--- config.mk ---
export PLATFORM = sky130hd
export DESIGN_NAME = sha1_digest_unit
export DESIGN_NICKNAME = d
export VERILOG_FILES = /design/src/hdl/sha1du_pkg.sv /design/src/hdl/sha1du_datapath.sv /design/src/hdl/sha1du_ctrl.sv /design/src/hdl/sha1_digest_unit.sv
export SDC_FILE = /design/constraint.sdc
export NUM_CORES = 2
export LEC_CHECK = 0
export BUFFER_PORTS_ARGS = -buffer_cell sky130_fd_sc_hd__buf_2
export CORE_MARGIN = 4
export CORE_UTILIZATION = 56
export DETAILED_ROUTE_END_ITERATION = 6
export GPL_ROUTABILITY_DRIVEN = 0
export PLACE_DENSITY = 0.73
export SLEW_MARGIN = 10
export SYNTH_ARGS = -nofsm -noshare
export SYNTH_HDL_FRONTEND = slang
export SYNTH_SLANG_ARGS = --single-unit
--- constraint.sdc ---
create_clock -name clock -period 16.75 [get_ports clock]
set_clock_uncertainty 0.2 [all_clocks]
set_input_delay 1.675 -clock clock [delete_from_list [all_inputs] [get_ports clock]]
set_output_delay 1.675 -clock clock [all_outputs]
set_load 0.02 [all_outputs]
--- src/hdl/sha1du_pkg.sv ---
`timescale 1ns / 1ps
`default_nettype none
// ----------------------------------------------------------------------------
// sha1du_pkg
// Shared types, constants and helpers of the SHA-1 digest unit.
// ----------------------------------------------------------------------------
package sha1du_pkg;

   localparam int WORD_W  = 32;
   localparam int BYTE_W  = 8;
   localparam int CHAIN_N = 5;
   localparam int SCHED_N = 16;
   localparam int FILL_W  = 6;
   localparam int LEN_W   = 64;
   localparam int IDX_W   = 3;

   // byte source select for the block buffer
   localparam logic [1:0] BSEL_MSG  = 2'd0;
   localparam logic [1:0] BSEL_PAD  = 2'd1;
   localparam logic [1:0] BSEL_ZERO = 2'd2;
   localparam logic [1:0] BSEL_LEN  = 2'd3;

   // round group select (boolean function and constant)
   localparam logic [1:0] GRP_CH   = 2'd0;
   localparam logic [1:0] GRP_PAR1 = 2'd1;
   localparam logic [1:0] GRP_MAJ  = 2'd2;
   localparam logic [1:0] GRP_PAR2 = 2'd3;

   localparam logic [BYTE_W-1:0] PAD_BYTE = 8'h80;

   localparam logic [CHAIN_N-1:0][WORD_W-1:0] CHAIN_INIT = {
      32'hc3d2e1f0, 32'h10325476, 32'h98badcfe, 32'hefcdab89, 32'h67452301
   };

   localparam logic [WORD_W-1:0] K_CH   = 32'h5a827999;
   localparam logic [WORD_W-1:0] K_PAR1 = 32'h6ed9eba1;
   localparam logic [WORD_W-1:0] K_MAJ  = 32'h8f1bbcdc;
   localparam logic [WORD_W-1:0] K_PAR2 = 32'hca62c1d6;

   typedef struct packed {
      logic       shift_en;    // push one byte into the block buffer
      logic [1:0] byte_sel;
      logic       count_en;    // message byte: bump the bit count
      logic       load_vars;   // a..e from the chaining words
      logic       round_en;
      logic [1:0] round_grp;
      logic       add_chain;
      logic       rearm;
   } cmd_type;

   typedef struct packed {
      logic blk_last;   // buffer holds 63 bytes
      logic at_56;      // buffer holds 56 bytes
   } status_type;

   function automatic logic [WORD_W-1:0] round_k(input logic [1:0] grp);
      logic [WORD_W-1:0] k;
      unique case (grp)
         GRP_CH:   k = K_CH;
         GRP_PAR1: k = K_PAR1;
         GRP_MAJ:  k = K_MAJ;
         default:  k = K_PAR2;
      endcase
      return k;
   endfunction

endpackage
`default_nettype wire

--- src/hdl/sha1du_datapath.sv ---
`timescale 1ns / 1ps
`default_nettype none
// ----------------------------------------------------------------------------
// sha1du_datapath
// Block buffer and message schedule, round unit, chaining words, bit count.
// ----------------------------------------------------------------------------
module sha1du_datapath (
   input  wire logic                          clock,
   input  wire logic                          reset,
   input  wire sha1du_pkg::cmd_type           cmd,
   output sha1du_pkg::status_type             sts,
   input  wire logic [7:0]                    msg_byte,
   input  wire logic [2:0]                    word_sel,
   output logic [31:0]                        digest_word
);
   import sha1du_pkg::*;

   logic [SCHED_N-1:0][WORD_W-1:0] blk_ff, blk_in;
   logic [CHAIN_N-1:0][WORD_W-1:0] chain_ff, chain_in;
   logic [WORD_W-1:0]              a_ff, b_ff, c_ff, d_ff, e_ff;
   logic [WORD_W-1:0]              a_in, b_in, c_in, d_in, e_in;
   logic [LEN_W-1:0]               len_ff, len_in;
   logic [FILL_W-1:0]              fill_ff, fill_in;
   logic [BYTE_W-1:0]              len_byte, byte_mux;
   logic [WORD_W-1:0]              w_cur, w_mix, w_new, f_val, t_sum;

   // length byte by position within the final eight bytes
   always_comb begin
      case (fill_ff[2:0])
         3'd0:    len_byte = len_ff[63:56];
         3'd1:    len_byte = len_ff[55:48];
         3'd2:    len_byte = len_ff[47:40];
         3'd3:    len_byte = len_ff[39:32];
         3'd4:    len_byte = len_ff[31:24];
         3'd5:    len_byte = len_ff[23:16];
         3'd6:    len_byte = len_ff[15:8];
         default: len_byte = len_ff[7:0];
      endcase
   end

   always_comb begin
      unique case (cmd.byte_sel)
         BSEL_MSG:  byte_mux = msg_byte;
         BSEL_PAD:  byte_mux = PAD_BYTE;
         BSEL_ZERO: byte_mux = '0;
         default:   byte_mux = len_byte;
      endcase
   end

   // window holds W[t..t+15], W[t] in the top word
   assign w_cur = blk_ff[SCHED_N-1];
   assign w_mix = blk_ff[SCHED_N-14] ^ blk_ff[SCHED_N-9] ^ blk_ff[SCHED_N-3] ^ w_cur;
   assign w_new = {w_mix[WORD_W-2:0], w_mix[WORD_W-1]};

   always_comb begin
      unique case (cmd.round_grp)
         GRP_CH:  f_val = (b_ff & c_ff) | (~b_ff & d_ff);
         GRP_MAJ: f_val = (b_ff & c_ff) | (b_ff & d_ff) | (c_ff & d_ff);
         default: f_val = b_ff ^ c_ff ^ d_ff;
      endcase
   end

   assign t_sum = {a_ff[WORD_W-6:0], a_ff[WORD_W-1:WORD_W-5]} + f_val + e_ff
                  + round_k(cmd.round_grp) + w_cur;

   always_comb begin
      blk_in   = blk_ff;
      fill_in  = fill_ff;
      len_in   = len_ff;
      chain_in = chain_ff;
      a_in = a_ff; b_in = b_ff; c_in = c_ff; d_in = d_ff; e_in = e_ff;
      if (cmd.shift_en) begin
         blk_in  = (SCHED_N*WORD_W)'({blk_ff, byte_mux});
         fill_in = fill_ff + 1'b1;
      end
      if (cmd.count_en) begin
         len_in = len_ff + LEN_W'(BYTE_W);
      end
      if (cmd.load_vars) begin
         a_in = chain_ff[0]; b_in = chain_ff[1]; c_in = chain_ff[2];
         d_in = chain_ff[3]; e_in = chain_ff[4];
      end
      if (cmd.round_en) begin
         blk_in = {blk_ff[SCHED_N-2:0], w_new};
         a_in = t_sum;
         b_in = a_ff;
         c_in = {b_ff[1:0], b_ff[WORD_W-1:2]};
         d_in = c_ff;
         e_in = d_ff;
      end
      if (cmd.add_chain) begin
         chain_in[0] = chain_ff[0] + a_ff;
         chain_in[1] = chain_ff[1] + b_ff;
         chain_in[2] = chain_ff[2] + c_ff;
         chain_in[3] = chain_ff[3] + d_ff;
         chain_in[4] = chain_ff[4] + e_ff;
      end
      if (cmd.rearm) begin
         chain_in = CHAIN_INIT;
         len_in   = '0;
         fill_in  = '0;
      end
   end

   always_ff @(posedge clock) begin
      if (reset) begin
         chain_ff <= CHAIN_INIT;
         len_ff   <= '0;
         fill_ff  <= '0;
      end else begin
         chain_ff <= chain_in;
         len_ff   <= len_in;
         fill_ff  <= fill_in;
      end
   end

   always_ff @(posedge clock) begin
      blk_ff <= blk_in;
      a_ff   <= a_in;
      b_ff   <= b_in;
      c_ff   <= c_in;
      d_ff   <= d_in;
      e_ff   <= e_in;
   end

   assign sts.blk_last = (fill_ff == FILL_W'(63));
   assign sts.at_56    = (fill_ff == FILL_W'(56));
   assign digest_word  = chain_ff[word_sel];

endmodule
`default_nettype wire

--- src/hdl/sha1du_ctrl.sv ---
`timescale 1ns / 1ps
`default_nettype none
// ----------------------------------------------------------------------------
// sha1du_ctrl
// Sequencer: byte intake, padding, 80-round compression and digest readout.
// ----------------------------------------------------------------------------
module sha1du_ctrl (
   input  wire logic                 clock,
   input  wire logic                 reset,
   input  wire logic                 req_valid,
   output logic                      req_stall,
   input  wire logic                 req_has_byte,
   input  wire logic                 req_end_of_message,
   output logic                      rsp_valid,
   input  wire logic                 rsp_stall,
   output logic [2:0]                word_idx,
   output sha1du_pkg::cmd_type       cmd,
   input  wire sha1du_pkg::status_type sts
);
   import sha1du_pkg::*;

   localparam logic [2:0] ST_IDLE     = 3'd0;
   localparam logic [2:0] ST_INIT     = 3'd1;
   localparam logic [2:0] ST_ROUND    = 3'd2;
   localparam logic [2:0] ST_ADD      = 3'd3;
   localparam logic [2:0] ST_PAD_ONE  = 3'd4;
   localparam logic [2:0] ST_PAD_ZERO = 3'd5;
   localparam logic [2:0] ST_PAD_LEN  = 3'd6;
   localparam logic [2:0] ST_OUT      = 3'd7;

   localparam logic [6:0] RND_LAST  = 7'd79;
   localparam logic [6:0] RND_PAR1  = 7'd20;
   localparam logic [6:0] RND_MAJ   = 7'd40;
   localparam logic [6:0] RND_PAR2  = 7'd60;
   localparam logic [2:0] IDX_LAST  = 3'd4;

   logic [2:0] state_ff, state_in;
   logic [2:0] ret_ff, ret_in;
   logic [6:0] rnd_ff, rnd_in;
   logic [2:0] idx_ff, idx_in;

   always_comb begin
      state_in = state_ff;
      ret_in   = ret_ff;
      rnd_in   = rnd_ff;
      idx_in   = idx_ff;
      cmd      = '0;
      cmd.byte_sel = BSEL_MSG;
      if (rnd_ff < RND_PAR1) begin
         cmd.round_grp = GRP_CH;
      end else if (rnd_ff < RND_MAJ) begin
         cmd.round_grp = GRP_PAR1;
      end else if (rnd_ff < RND_PAR2) begin
         cmd.round_grp = GRP_MAJ;
      end else begin
         cmd.round_grp = GRP_PAR2;
      end
      unique case (state_ff)
         ST_IDLE: begin
            if (req_valid) begin
               if (req_has_byte) begin
                  cmd.shift_en = 1'b1;
                  cmd.count_en = 1'b1;
               end
               if (req_has_byte && sts.blk_last) begin
                  state_in = ST_INIT;
                  ret_in   = req_end_of_message ? ST_PAD_ONE : ST_IDLE;
               end else if (req_end_of_message) begin
                  state_in = ST_PAD_ONE;
               end
            end
         end
         ST_PAD_ONE: begin
            cmd.shift_en = 1'b1;
            cmd.byte_sel = BSEL_PAD;
            ret_in       = ST_PAD_ZERO;
            state_in     = sts.blk_last ? ST_INIT : ST_PAD_ZERO;
         end
         ST_PAD_ZERO: begin
            if (sts.at_56) begin
               state_in = ST_PAD_LEN;
            end else begin
               cmd.shift_en = 1'b1;
               cmd.byte_sel = BSEL_ZERO;
               ret_in       = ST_PAD_ZERO;
               if (sts.blk_last) begin
                  state_in = ST_INIT;
               end
            end
         end
         ST_PAD_LEN: begin
            cmd.shift_en = 1'b1;
            cmd.byte_sel = BSEL_LEN;
            ret_in       = ST_OUT;
            if (sts.blk_last) begin
               state_in = ST_INIT;
            end
         end
         ST_INIT: begin
            cmd.load_vars = 1'b1;
            rnd_in        = '0;
            state_in      = ST_ROUND;
         end
         ST_ROUND: begin
            cmd.round_en = 1'b1;
            rnd_in       = rnd_ff + 1'b1;
            if (rnd_ff == RND_LAST) begin
               state_in = ST_ADD;
            end
         end
         ST_ADD: begin
            cmd.add_chain = 1'b1;
            state_in      = ret_ff;
         end
         ST_OUT: begin
            if (!rsp_stall) begin
               if (idx_ff == IDX_LAST) begin
                  cmd.rearm = 1'b1;
                  idx_in    = '0;
                  state_in  = ST_IDLE;
               end else begin
                  idx_in = idx_ff + 1'b1;
               end
            end
         end
         default: state_in = ST_IDLE;
      endcase
   end

   always_ff @(posedge clock) begin
      if (reset) begin
         state_ff <= ST_IDLE;
         ret_ff   <= ST_IDLE;
         rnd_ff   <= '0;
         idx_ff   <= '0;
      end else begin
         state_ff <= state_in;
         ret_ff   <= ret_in;
         rnd_ff   <= rnd_in;
         idx_ff   <= idx_in;
      end
   end

   assign req_stall = (state_ff != ST_IDLE);
   assign rsp_valid = (state_ff == ST_OUT);
   assign word_idx  = idx_ff;

endmodule
`default_nettype wire

--- src/hdl/sha1_digest_unit.sv ---
// A message byte is taken while the unit is idle; a byte that completes a 64-byte block
// starts a compression (load, 80 rounds at one per cycle, chain add).
// End of message: the 0x80 pad byte, zero bytes and the eight length bytes (spilling into
// an extra block when the length does not fit), a compression per block (one or two),
// then five words at one per cycle while rsp_stall is low. No new item is taken until idle.
// Reset (synchronous): chaining words to the initial hash, bit count and fill to zero.
`timescale 1ns / 1ps
`default_nettype none
// ----------------------------------------------------------------------------
// sha1_digest_unit
// Streaming SHA-1 engine: bytes in, five 32-bit digest words out per message.
// ----------------------------------------------------------------------------
module sha1_digest_unit (
   input  wire logic        clock,
   input  wire logic        reset,
   input  wire logic        req_valid,
   output logic             req_stall,
   input  wire logic [7:0]  req_data_byte,
   input  wire logic        req_has_byte,
   input  wire logic        req_end_of_message,
   output logic             rsp_valid,
   input  wire logic        rsp_stall,
   output logic [31:0]      rsp_digest_word,
   output logic [2:0]       rsp_word_index,
   output logic             rsp_last_word
);
   import sha1du_pkg::*;

   cmd_type    cmd;
   status_type sts;
   logic [2:0] word_idx;

   sha1du_ctrl u_ctrl (
      .clock              (clock),
      .reset              (reset),
      .req_valid          (req_valid),
      .req_stall          (req_stall),
      .req_has_byte       (req_has_byte),
      .req_end_of_message (req_end_of_message),
      .rsp_valid          (rsp_valid),
      .rsp_stall          (rsp_stall),
      .word_idx           (word_idx),
      .cmd                (cmd),
      .sts                (sts)
   );

   sha1du_datapath u_datapath (
      .clock       (clock),
      .reset       (reset),
      .cmd         (cmd),
      .sts         (sts),
      .msg_byte    (req_data_byte),
      .word_sel    (word_idx),
      .digest_word (rsp_digest_word)
   );

   assign rsp_word_index = word_idx;
   assign rsp_last_word  = (word_idx == IDX_W'(CHAIN_N - 1));

endmodule
`default_nettype wire

==> run metrics <==
Max clock buf depth=3; cell count after placement=6841; arrival time of the worst setup path=7450 ps; die outline width=315 µm; layout filler cell count=7847; flip-flop and latch count after synthesis=915; area of the core=93300 µm²; HPWL after detailed placement=93900 µm; sinks on the clock net=915; Routed WL per cell=19.6 µm; minimum period implied by the final worst setup slack=7240 ps; Max Fanout on Critical Path=22; RSZ-0062 raised after global routing=false; max-cap check violation count=0; Setup CP Type=flop to flop; number of max-slew violations in the final report=0; total of cells resized after clock tree synthesis=0; source-to-sink clock delay at the later pin of the worst-skew pair=690 ps; classification of the worst-slack hold path=flop to flop; DRC violation count after routing=0; number of nets produced by synthesis=6112; maximum clock frequency=138 MHz; Sum Neg Setup Slack=0 ps; final hold vios=0; most common flop cell mapped by yosys=edfxtp_1; maximum number of pins on one net before global-route repair=216; Setup Buffers After CTS=0; area of the die=99100 µm²; growth of design area from synthesis to finish=8.59%; final setup fails=0; Vias per Instance=5.84; element type at the critical path start=flop; number of synthesis warnings=0; initial antenna violation count=2; average size of a mapped cell=9.14 µm²; Placement Rows=112; total number of vias=41072; run status=complete, no violations; post-synthesis sequential area ratio=0.475; CTS Hold Bufs=0; first-pass GRT wire length=216000 µm; number of distinct library cell variants in the gate-level netlist after synthesis=91; all-layer global routing usage=0.274; worst setup path startpoint=u_ctrl.rnd_ff[3]$_SDFFE_PP0P_; n_diodes=0; vias in the first global route=38730; post-synthesis async set-or-reset flop share=0; remaining max-slew budget at the tightest pin=0.256; Register Area=25000 µm²; crit path capture type=flop; CTS buffer count=101; number of instances in the synthesized netlist=5767; Worst-Margin Slew=1120 ps; share of cells above drive strength 1=0.0597; count of placed standard cells in the final layout, fillers left out=7032; number of optimization iterations in the first detailed-route pass=7; cell at the root of the clock tree=clkbuf_16; initial DRC count=4886; Initial Util=0.565; final routed wirelength across all metal layers=138000 µm; vertical die dimension=315 µm; I/O pin cnt=52; clock transition at the register clock pins on the worst setup and hold paths after CTS=60 ps; area of the mapped netlist=52700 µm²; count of antenna-violating nets left after detailed routing=0; EDFF count, synth=672; final-stage net count=6035; input/output buffers=51; CTS H-Tree Depth=3; data required time at the worst endpoint=16960 ps; TritonCTS clock tree=built; Hold Path Origin=u_ctrl.ret_ff[1]$_SDFFE_PP0P_; final cell utilization of the core=0.613; share of the clock period used by the worst path after layout=0.432; area used by multi-input combinational logic=25800 µm²; residual overflow from global routing=0; launching point of the worst reg2reg path=u_ctrl.rnd_ff[3]$_SDFFE_PP0P_
[cells in the final DEF, fill, tap and decap left out, types with 17 or more instances in the layout]
cell type and n:
a31oi_1 26, a211oi_1 38, fa_1 125, a22oi_1 22
nor2_1 178, or3_1 26, nand2b_1 30, nor3_1 34
nand3_1 86, o21ai_1 33, a21oi_1 250, xnor2_1 199
xor2_1 91, a21o_1 64, clkinv_1 17, edfxtp_1 672
nor2b_1 34, and3_1 32, nand2_1 2147, o21a_1 34
buf_2 51, ha_1 206, o211ai_1 55, clkbuf_1 30
o21bai_1 25, mux2_2 37, o21ai_0 272, mux4_2 32
buf_4 28, clkbuf_16 106, nand4_1 22, dfxtp_1 240
inv_1 262
[metal layers]
metal	wire length, µm	global-route usage
met1	59300	0.387
met4	5650	0.104
met5	13	0
met3	9890	0.0392
met2	63000	0.430
[per-stage QoR]
stage               setup WS, ps  hold slack, ps  area (µm²)
global route                8920             276       57300
floorplan                   5070             233       52700
detailed placement          9560             258       53900
finish                      9510             269       57300
CTS                         9540             267       57300
global placement            9690             243       53900
[worst paths after layout]
| kind | depth (start not counted) | slack [ps] | end |
|---|---|---|---|
| max | 22 | 9510 | u_datapath.a_ff[30]$_DFFE_PP_ |
| min | 2 | 270 | u_ctrl.ret_ff[1]$_SDFFE_PP0P_ |
| max reg2reg | 22 | 9510 | u_datapath.a_ff[30]$_DFFE_PP_ |
| min reg2reg | 2 | 270 | u_ctrl.ret_ff[1]$_SDFFE_PP0P_ |
[final cells by class]
cell class,instances,area share
clock buffer,140,0.0493
clock inverter,51,0.00870
inverter,266,0.0175
multi-input combinational,4322,0.450
sequential,915,0.437
tap,1254,0.0274
timing repair buffer,84,0.00988
[state kept, by name, indices dropped and copies added, names as in the netlist, 6 cells and up]
signal	cells
u_datapath.chain_ff	160
u_datapath.b_ff	32
u_datapath.w_cur	32
u_datapath.a_ff	32
u_datapath.len_ff	61
u_datapath.blk_ff	480
u_datapath.c_ff	32
u_datapath.e_ff	32
u_ctrl.rnd_ff	7
u_datapath.fill_ff	6
u_datapath.d_ff	32
[cells in the mapped netlist, types with 6 or more instances]
master	n	area, µm²
o21ai_0	272	1360
a31oi_1	26	163
nand2b_1	30	188
a311oi_1	6	52.6
xnor2_1	199	1740
a222oi_1	15	150
or4_1	7	52.6
nor2b_1	34	213
a21o_1	65	488
nand4_1	22	138
o21ai_1	33	165
mux2_2	37	417
mux2i_1	16	160
o21a_1	34	255
a211oi_1	38	285
a21oi_1	252	1260
xor2_1	91	797
o31ai_1	12	90.1
dfxtp_1	243	4860
and3_1	33	206
ha_1	206	2580
fa_1	125	2500
mux4_2	32	721
clkbuf_1	249	935
edfxtp_1	672	20200
buf_1	15	56.3
o21bai_1	25	188
o211ai_1	55	413
a211o_1	11	96.3
a221o_1	17	170
a22oi_1	22	165
nor3_1	35	175
and2_1	12	75.1
inv_1	262	983
nand3_1	87	435
or3_1	27	169
nor2_1	179	672
nand2_1	2147	8060
o31a_1	8	70.1
and4_1	9	78.8
[cell families after synthesis]
group / count (synthesis) / synth area share
AO/OA/AOI/OAI: 956 / 0.114
XOR/XNOR: 290 / 0.0482
adder cells (fa/ha/maj): 331 / 0.0964
buffers and inverters: 530 / 0.0378
flip-flops: 915 / 0.475
multiplexers: 85 / 0.0246
AND/OR/NAND/NOR: 2660 / 0.204
[critical path: stages (launching register included)]
cell and delay (ps):
dfxtp_1 380, or2_2 330, a21oi_1 360, ha_1 590
buf_4 390, a22oi_1 100, o21ai_0 220, fa_1 480
fa_1 510, inv_1 60, fa_1 570, inv_1 60
ha_1 300, a211oi_1 270, o21ai_0 180, a31oi_1 240
nand3_1 120, a311oi_1 510, o21ai_1 200, o41ai_1 430
o21ai_1 170, xnor2_1 160, o21ai_1 80
Power is left out: the tool's default activity adds up to more than one toggle a clock period on the data nets, which glitch-free logic cannot reach.
